==> src/yfs_pkg.sv <==
// Shared types, constants and helper functions for the frame statistics block.
package yfs_pkg;

    // Width of the running sums; totals are reported at 32 bits.
    localparam int SUM_BITS    = 32;
    localparam int SAMPLE_BITS = 8;
    localparam int OUT_BITS    = 32;

    // Depth of the queue between the front and back halves.
    localparam int QUEUE_DEPTH = 4;
    localparam int QPTR_BITS   = $clog2(QUEUE_DEPTH);

    // Component indexes into the per-component accumulators.
    localparam int NUM_COMP = 3;
    localparam logic [1:0] COMP_Y = 2'd0;
    localparam logic [1:0] COMP_U = 2'd1;
    localparam logic [1:0] COMP_V = 2'd2;

    localparam logic [SAMPLE_BITS-1:0] SAMPLE_MAX = '1;
    localparam logic [OUT_BITS-1:0]    FRAME_FIRST = OUT_BITS'(1);

    typedef logic [SUM_BITS-1:0]    sum_t;
    typedef logic [SAMPLE_BITS-1:0] sample_t;

    // One pixel as it arrives.
    typedef struct packed {
        logic [7:0] luma;
        logic [7:0] ref_luma;
        logic       chroma_present;
        logic [7:0] cb;
        logic [7:0] cr;
        logic       end_of_frame;
    } pix_t;

    // One statistics record per frame.
    typedef struct packed {
        logic [31:0] frame_number;
        logic [7:0]  luma_min;
        logic [7:0]  luma_max;
        logic [31:0] luma_total;
        logic [7:0]  cb_min;
        logic [7:0]  cb_max;
        logic [31:0] cb_total;
        logic [7:0]  cr_min;
        logic [7:0]  cr_max;
        logic [31:0] cr_total;
        logic [31:0] luma_abs_diff_total;
    } stats_t;

    // Classified pixel held in the queue: difference already worked out.
    typedef struct packed {
        logic [7:0] luma;
        logic [7:0] abs_diff;
        logic       chroma_present;
        logic [7:0] cb;
        logic [7:0] cr;
        logic       end_of_frame;
    } work_t;

    // Queue status seen by both halves.
    typedef struct packed {
        logic full;
        logic empty;
    } q_status_t;

    // Add a sample to a running sum, sticking at all ones.
    function automatic sum_t sat_add(sum_t acc, sample_t v);
        logic [SUM_BITS:0] s;
        s = {1'b0, acc} + (SUM_BITS+1)'(v);
        return s[SUM_BITS] ? '1 : s[SUM_BITS-1:0];
    endfunction

    // Clamp a running sum to the 32-bit reported total.
    function automatic logic [OUT_BITS-1:0] sat_out(sum_t v);
        return (64'(v) > 64'hFFFF_FFFF) ? '1 : OUT_BITS'(v);
    endfunction

endpackage

==> src/yfs_front.sv <==
// Front half: register each pixel and classify it into a queue entry.
module yfs_front (
    input  logic              clk,
    input  logic              rst_n,
    input  logic              pix_valid,
    output logic              pix_stall,
    input  yfs_pkg::pix_t     pix,
    input  yfs_pkg::q_status_t q_status,
    output logic              push,
    output yfs_pkg::work_t    work
);

    logic           valid_reg;
    yfs_pkg::work_t work_reg;
    yfs_pkg::work_t work_next;

    // Hold the pixel while the queue is full.
    assign pix_stall = valid_reg && q_status.full;
    assign push      = valid_reg && !q_status.full;
    assign work      = work_reg;

    // Work out the absolute luma difference on the way in.
    always_comb
    begin
        work_next.luma           = pix.luma;
        work_next.abs_diff       = (pix.luma >= pix.ref_luma) ? (pix.luma - pix.ref_luma)
                                                              : (pix.ref_luma - pix.luma);
        work_next.chroma_present = pix.chroma_present;
        work_next.cb             = pix.cb;
        work_next.cr             = pix.cr;
        work_next.end_of_frame   = pix.end_of_frame;
    end

    // Advance the front register on every transfer.
    always_ff @(posedge clk or negedge rst_n)
    begin
        if (!rst_n)
        begin
            valid_reg <= 1'b0;
        end
        else if (!pix_stall)
        begin
            valid_reg <= pix_valid;
        end
    end

    always_ff @(posedge clk)
    begin
        if (pix_valid && !pix_stall)
        begin
            work_reg <= work_next;
        end
    end

endmodule

==> src/yfs_queue.sv <==
// Short queue of classified pixels between the front and back halves.
module yfs_queue (
    input  logic               clk,
    input  logic               rst_n,
    input  logic               push,
    input  yfs_pkg::work_t     push_data,
    input  logic               pop,
    output yfs_pkg::work_t     head,
    output yfs_pkg::q_status_t q_status
);

    yfs_pkg::work_t                 entry_reg [yfs_pkg::QUEUE_DEPTH];
    logic [yfs_pkg::QPTR_BITS-1:0]  wr_ptr_reg;
    logic [yfs_pkg::QPTR_BITS-1:0]  rd_ptr_reg;
    logic [yfs_pkg::QPTR_BITS:0]    count_reg;
    logic [yfs_pkg::QPTR_BITS:0]    count_next;
    logic                           do_push;
    logic                           do_pop;

    assign q_status.full  = (count_reg == (yfs_pkg::QPTR_BITS+1)'(yfs_pkg::QUEUE_DEPTH));
    assign q_status.empty = (count_reg == '0);
    assign do_push        = push && !q_status.full;
    assign do_pop         = pop && !q_status.empty;
    assign head           = entry_reg[rd_ptr_reg];

    // Track the fill level.
    always_comb
    begin
        count_next = count_reg;
        if (do_push && !do_pop)
        begin
            count_next = count_reg + 1'b1;
        end
        else if (do_pop && !do_push)
        begin
            count_next = count_reg - 1'b1;
        end
    end

    always_ff @(posedge clk or negedge rst_n)
    begin
        if (!rst_n)
        begin
            wr_ptr_reg <= '0;
            rd_ptr_reg <= '0;
            count_reg  <= '0;
        end
        else
        begin
            count_reg <= count_next;
            if (do_push)
            begin
                wr_ptr_reg <= wr_ptr_reg + 1'b1;
            end
            if (do_pop)
            begin
                rd_ptr_reg <= rd_ptr_reg + 1'b1;
            end
        end
    end

    // Write the new entry.
    always_ff @(posedge clk)
    begin
        if (do_push)
        begin
            entry_reg[wr_ptr_reg] <= push_data;
        end
    end

endmodule

==> src/yfs_back.sv <==
// Back half: update the frame accumulators and issue one record per frame.
module yfs_back (
    input  logic               clk,
    input  logic               rst_n,
    input  yfs_pkg::work_t     head,
    input  yfs_pkg::q_status_t q_status,
    output logic               pop,
    output logic               stats_valid,
    input  logic               stats_stall,
    output yfs_pkg::stats_t    stats
);

    logic [yfs_pkg::OUT_BITS-1:0] frame_reg;
    yfs_pkg::sample_t             min_reg  [yfs_pkg::NUM_COMP];
    yfs_pkg::sample_t             max_reg  [yfs_pkg::NUM_COMP];
    yfs_pkg::sum_t                sum_reg  [yfs_pkg::NUM_COMP];
    yfs_pkg::sum_t                diff_reg;
    yfs_pkg::sample_t             min_next [yfs_pkg::NUM_COMP];
    yfs_pkg::sample_t             max_next [yfs_pkg::NUM_COMP];
    yfs_pkg::sum_t                sum_next [yfs_pkg::NUM_COMP];
    yfs_pkg::sum_t                diff_next;
    yfs_pkg::sample_t             sample   [yfs_pkg::NUM_COMP];
    logic                         take     [yfs_pkg::NUM_COMP];
    logic                         out_valid_reg;
    yfs_pkg::stats_t              out_reg;
    yfs_pkg::stats_t              out_next;
    logic                         finish;

    // Take the head unless it closes a frame and the record slot is blocked.
    assign pop    = !q_status.empty
                    && (!head.end_of_frame || !out_valid_reg || !stats_stall);
    assign finish = pop && head.end_of_frame;

    assign stats_valid = out_valid_reg;
    assign stats       = out_reg;

    // Fold the head pixel into each component.
    always_comb
    begin
        sample[yfs_pkg::COMP_Y] = head.luma;
        sample[yfs_pkg::COMP_U] = head.cb;
        sample[yfs_pkg::COMP_V] = head.cr;
        take[yfs_pkg::COMP_Y]   = 1'b1;
        take[yfs_pkg::COMP_U]   = head.chroma_present;
        take[yfs_pkg::COMP_V]   = head.chroma_present;
        for (int c = 0; c < yfs_pkg::NUM_COMP; c++)
        begin
            min_next[c] = min_reg[c];
            max_next[c] = max_reg[c];
            sum_next[c] = sum_reg[c];
            if (take[c])
            begin
                if (sample[c] < min_reg[c])
                begin
                    min_next[c] = sample[c];
                end
                if (sample[c] > max_reg[c])
                begin
                    max_next[c] = sample[c];
                end
                sum_next[c] = yfs_pkg::sat_add(sum_reg[c], sample[c]);
            end
        end
        diff_next = yfs_pkg::sat_add(diff_reg, head.abs_diff);
    end

    // Assemble the frame record from the updated totals.
    always_comb
    begin
        out_next.frame_number        = frame_reg;
        out_next.luma_min            = min_next[yfs_pkg::COMP_Y];
        out_next.luma_max            = max_next[yfs_pkg::COMP_Y];
        out_next.luma_total          = yfs_pkg::sat_out(sum_next[yfs_pkg::COMP_Y]);
        out_next.cb_min              = min_next[yfs_pkg::COMP_U];
        out_next.cb_max              = max_next[yfs_pkg::COMP_U];
        out_next.cb_total            = yfs_pkg::sat_out(sum_next[yfs_pkg::COMP_U]);
        out_next.cr_min              = min_next[yfs_pkg::COMP_V];
        out_next.cr_max              = max_next[yfs_pkg::COMP_V];
        out_next.cr_total            = yfs_pkg::sat_out(sum_next[yfs_pkg::COMP_V]);
        out_next.luma_abs_diff_total = yfs_pkg::sat_out(diff_next);
    end

    // Update accumulators; clear them and advance the frame count at end of frame.
    always_ff @(posedge clk or negedge rst_n)
    begin
        if (!rst_n)
        begin
            frame_reg <= yfs_pkg::FRAME_FIRST;
            diff_reg  <= '0;
            for (int c = 0; c < yfs_pkg::NUM_COMP; c++)
            begin
                min_reg[c] <= yfs_pkg::SAMPLE_MAX;
                max_reg[c] <= '0;
                sum_reg[c] <= '0;
            end
        end
        else if (pop)
        begin
            if (head.end_of_frame)
            begin
                frame_reg <= (frame_reg == '1) ? yfs_pkg::FRAME_FIRST : frame_reg + 1'b1;
                diff_reg  <= '0;
                for (int c = 0; c < yfs_pkg::NUM_COMP; c++)
                begin
                    min_reg[c] <= yfs_pkg::SAMPLE_MAX;
                    max_reg[c] <= '0;
                    sum_reg[c] <= '0;
                end
            end
            else
            begin
                diff_reg <= diff_next;
                for (int c = 0; c < yfs_pkg::NUM_COMP; c++)
                begin
                    min_reg[c] <= min_next[c];
                    max_reg[c] <= max_next[c];
                    sum_reg[c] <= sum_next[c];
                end
            end
        end
    end

    // Hold the record until its transfer completes.
    always_ff @(posedge clk or negedge rst_n)
    begin
        if (!rst_n)
        begin
            out_valid_reg <= 1'b0;
        end
        else if (finish)
        begin
            out_valid_reg <= 1'b1;
        end
        else if (!stats_stall)
        begin
            out_valid_reg <= 1'b0;
        end
    end

    always_ff @(posedge clk)
    begin
        if (finish)
        begin
            out_reg <= out_next;
        end
    end

endmodule

==> src/yuv_frame_statistics.sv <==
// Top level of the per-frame YUV statistics block.
// Takes one pixel per clock in raster order while pix_stall is low and, on the pixel
// flagged end_of_frame, issues one record with the frame number (first frame is 1), the
// minimum, maximum and saturating 32-bit sum of Y, Cb and Cr, and the saturating sum of
// absolute luma differences to ref_luma; accumulators then clear. Chroma counts only
// where chroma_present is set. Sustained rate is one pixel per cycle while nothing
// stalls, set by the accumulator update in the back half; stats_valid rises once the
// pixel that closes a frame has passed the input register, the queue and the record
// register. A four-entry queue between the input register and the accumulators lets
// pixels keep flowing while a finished record waits on stats_stall; only a pixel that
// closes a frame waits for the record register to drain.
module yuv_frame_statistics (
    input  logic            clk,
    input  logic            rst_n,
    input  logic            pix_valid,
    output logic            pix_stall,
    input  yfs_pkg::pix_t   pix,
    output logic            stats_valid,
    input  logic            stats_stall,
    output yfs_pkg::stats_t stats
);

    yfs_pkg::q_status_t q_status;
    yfs_pkg::work_t     work;
    yfs_pkg::work_t     head;
    logic               push;
    logic               pop;

    yfs_front u_front (
        .clk       (clk),
        .rst_n     (rst_n),
        .pix_valid (pix_valid),
        .pix_stall (pix_stall),
        .pix       (pix),
        .q_status  (q_status),
        .push      (push),
        .work      (work)
    );

    yfs_queue u_queue (
        .clk       (clk),
        .rst_n     (rst_n),
        .push      (push),
        .push_data (work),
        .pop       (pop),
        .head      (head),
        .q_status  (q_status)
    );

    yfs_back u_back (
        .clk         (clk),
        .rst_n       (rst_n),
        .head        (head),
        .q_status    (q_status),
        .pop         (pop),
        .stats_valid (stats_valid),
        .stats_stall (stats_stall),
        .stats       (stats)
    );

`ifndef NO_ASSERTIONS
    // The queue can never report full and empty together.
    assert property (@(posedge clk) disable iff (!rst_n)
        !(q_status.full && q_status.empty))
        else $error("queue full and empty together");

    // A stalled input implies the queue is full.
    assert property (@(posedge clk) disable iff (!rst_n)
        pix_stall |-> q_status.full)
        else $error("input stalled with room in queue");

    // Every record covers at least one luma sample and a non-zero frame number.
    assert property (@(posedge clk) disable iff (!rst_n)
        stats_valid |-> (stats.luma_min <= stats.luma_max) && (stats.frame_number != 0))
        else $error("malformed frame record");

    // A queue entry is only popped when one is present.
    assert property (@(posedge clk) disable iff (!rst_n)
        pop |-> !q_status.empty)
        else $error("pop from empty queue");
`endif

endmodule

==> config.mk <==
export PLATFORM = sky130hd
export DESIGN_NAME = yuv_frame_statistics
export DESIGN_NICKNAME = d
export VERILOG_FILES = /design/src/yfs_pkg.sv /design/src/yfs_front.sv /design/src/yfs_queue.sv /design/src/yfs_back.sv /design/src/yuv_frame_statistics.sv
export SDC_FILE = /design/constraint.sdc
export NUM_CORES = 1
export LEC_CHECK = 0
export ABC_AREA = 1
export BUFFER_PORTS_ARGS = -buffer_cell sky130_fd_sc_hd__buf_4
export CORE_MARGIN = 2
export CORE_UTILIZATION = 65
export CTS_CLUSTER_DIAMETER = 150
export DETAILED_ROUTE_END_ITERATION = 8
export PLACE_DENSITY_LB_ADDON = 0.2
export RECOVER_POWER = 100
export SLEW_MARGIN = 20
export SYNTH_ARGS = -nofsm -noshare
export SYNTH_HDL_FRONTEND = slang
export SYNTH_SLANG_ARGS = --single-unit
==> constraint.sdc <==
create_clock -name clk -period 9.16 [get_ports clk]
set_input_delay 0.458 -clock clk [delete_from_list [all_inputs] [get_ports clk]]
set_output_delay 0.458 -clock clk [all_outputs]
set_load 0.05 [all_outputs]
==> results.ini <==
[outcome]
outcome = complete, but fails checks
violations = max-capacitance violations, max-slew violations

[sta]
rsz0062_at_grt = false
fin_crit_ns = 5.74
worst_pin_slew_ns = 5.04
holdWs_ns = 0.0409
finalCritPeriodShare_pct = 62.7
setup_viol = 0
slew_viol_final = 294
max_freq_mhz = 174
slew_headroom_pct = -236
timing.final.hold_violations = 0
fin_skew_ns = 0.0185
setup_tns_ns = 0

[routing]
drt_first_pass_iters = 7
vias_per_cell = 5.83
detail-route-antenna-nets = 0
drtIter0Drc = 2638
via_count = 23800
wl_per_cell_um = 18.6
drc = 0
drt-total-wl_um = 76000

[finish]
largest_reg_flops = 208
final_cell_area_mm2 = 0.0332
antenna_cells = 0
multi_input_area_mm2 = 0.0111
fillCellCount = 3379
ff_latch_area_mm2 = 0.0168
drive_above_1_share_pct = 6.52
layout.nets = 3570
areaGrowthSynthToFinish_pct = 11.7

[place]
dp_hpwl_um = 51200
globalplace.congestion = 0.934
io_buffers = 247
placed_area_mm2 = 0.0320

[min_path]
min_to = u_front.valid_reg
hold_class = input port to flop
hold_depth = 3
hold_start = pix_valid

[cts]
clk_path_buf_depth = 3
cts.sinks = 595
root_buffer = clkbuf_16
cts_hold_buf = 20
cts_buffers = 60
cts_setup_buffers = 0
htree_levels = 2
cts_resized = 0
clk_pin_slew_worst_paths_ns = 0.07
clkLatencyLatePin_ns = 0.64
cts_tree = done

[yosys]
syn_nets = 3310
synth_top_cell_by_area = edfxtp_1
synthesis.area_mm2 = 0.0297
avgSynthCellArea_um2 = 9.38
synth_area_leaders = edfxtp_1 (38%), dfrtp_1 (16%), nand2_1 (12%)
synth_cell_types = 60
synth_top_area_share_pct = 38.2
ys_seq_area_share_pct = 56.6
synthFlopType = edfxtp_1
syn_inst = 3167
synth_warnings = 0
ys_async_sr_fraction_pct = 36.5
synth-edff-count = 378
synth.ff_latch_count = 595

[worst_setup_path]
required_ns = 9.69
regToRegStartpoint = u_queue.rd_ptr_reg[1]
r2r_cells = 10
reg2reg_slack_ns = 3.42
startpoint_type = flop
r2r-end = u_back.sum_reg[1]
cp.arrival_ns = 6.27
crit_type = flop to flop
cp_max_fo = 68
endpoint_kind = flop

[global_routing]
antenna_found_initial = 2
grt_pass1_wl_um = 121000
grt_max_degree = 184
gr-total-overflow = 0
track_usage_pct = 32.3
grt_pass1_vias = 23300

[floorplan]
die_w_um = 218
num_io_pins = 248
start_util_pct = 65.6
core_mm2 = 0.0453
die_area_mm2 = 0.0474
die_y_um = 218
rows = 78

[run]
max-cap-violations = 7

## stage by stage
step	std cells	setup slack, ns	util (%)
5_1_grt	4079	3.12	73.3
3_5_place_dp	3944	4.79	70.7
6_report	4079	3.42	73.3
3_3_place_gp	3944	4.93	70.7
4_1_cts	4078	4.76	75.5
2_1_floorplan	3167	5.03	-
## cell usage after synthesis (all sizes together), types with 8 or more instances
| master | instances |
|---|---|
| a21oi | 98 |
| a22o | 14 |
| a32oi | 21 |
| and2 | 34 |
| buf | 70 |
| clkbuf | 20 |
| dfrtp | 192 |
| dfstp | 25 |
| edfxtp | 378 |
| ha | 98 |
| inv | 312 |
| nand2 | 990 |
| nand3 | 294 |
| nand3b | 14 |
| nand4 | 53 |
| nor2 | 179 |
| nor3 | 52 |
| nor4 | 8 |
| o211ai | 9 |
| o21ai | 150 |
| o22ai | 8 |
| o31ai | 8 |
| or2 | 28 |
| xnor2 | 24 |
| xor2 | 47 |
## metal layers
layer  share of wire [%]  routed length (um)  vias up  GRT usage, %
li1                    -                   -    11200             -
met1                  41               31300    11400          43.8
met2                  47               36000     1082          52.5
met3                 8.2                6240      164          5.29
met4                 3.3                2520        0          12.7
met5                   0                   0        -             0
## final cells by class
| class | count | area share, % |
|---|---|---|
| clock buffers | 80 | 4.85 |
| clock inverters | 34 | 1.06 |
| inverters | 312 | 3.56 |
| multi-input cells | 2170 | 33.4 |
| flip-flops and latches | 595 | 50.7 |
| well taps | 600 | 2.26 |
| repair buffers | 288 | 4.17 |
## cells in the final DEF (no fill, tap or decap), drive strengths merged, types with 9 or more instances in the layout
master         n
and2          34
a32oi         21
a21oi         98
nand2        990
edfxtp       378
o21ai        150
nand4         53
or2           28
nand3        294
clkinvlp      11
xnor2         24
nand3b        14
dfstp         25
inv          313
a22o          14
nor3          52
o211ai         9
buf           23
clkinv        16
clkbuf       325
ha            98
nor2         179
dlygate4sd3   20
xor2          47
dfrtp        192
## critical path, stage by stage (launching register included)
cell        delay, ns
dfrtp_1          0.57
inv_1            0.65
clkbuf_1         1.18
nand3_1          0.15
nand2_1          0.16
nand2_1          0.12
nand2_1          1.04
clkinvlp_2       0.39
buf_4            0.44
buf_4            0.49
a22o_1           0.36
## cell families (layout without fill, tap and decap cells)
| logic type | after synthesis | after routing | synth area share (%) |
|---|---|---|---|
| and+or+nand+nor | 1659 | 1659 | 24.6 |
| DFF | 595 | 595 | 56.6 |
| AOI/OAI and AO/OA | 334 | 334 | 6.55 |
| muxes | 1 | 1 | 0.0337 |
| xor gates and xnor gates | 71 | 71 | 2.09 |
| buffers and inverters | 402 | 714 | 5.55 |
| adders and majority gates | 105 | 105 | 4.60 |
## worst max path at each step
stage / startpoint / to / slack, ns / depth (start not counted)
CTS: u_queue.rd_ptr_reg[1] / u_back.sum_reg[55] / 4.76 / 17
global route: u_queue.rd_ptr_reg[1] / u_back.sum_reg[0] / 3.12 / 10
global placement: u_queue.rd_ptr_reg[1] / u_back.sum_reg[46] / 4.93 / 17
floorplan: u_queue.rd_ptr_reg[0] / u_back.stats[0] / 5.03 / 9
detailed placement: u_queue.rd_ptr_reg[1] / u_back.sum_reg[46] / 4.79 / 17
finish: u_queue.rd_ptr_reg[1] / u_back.sum_reg[1] / 3.42 / 10
Power is not shown: default switching activity piles up to over one toggle a cycle in this logic, so the estimate is an artifact.
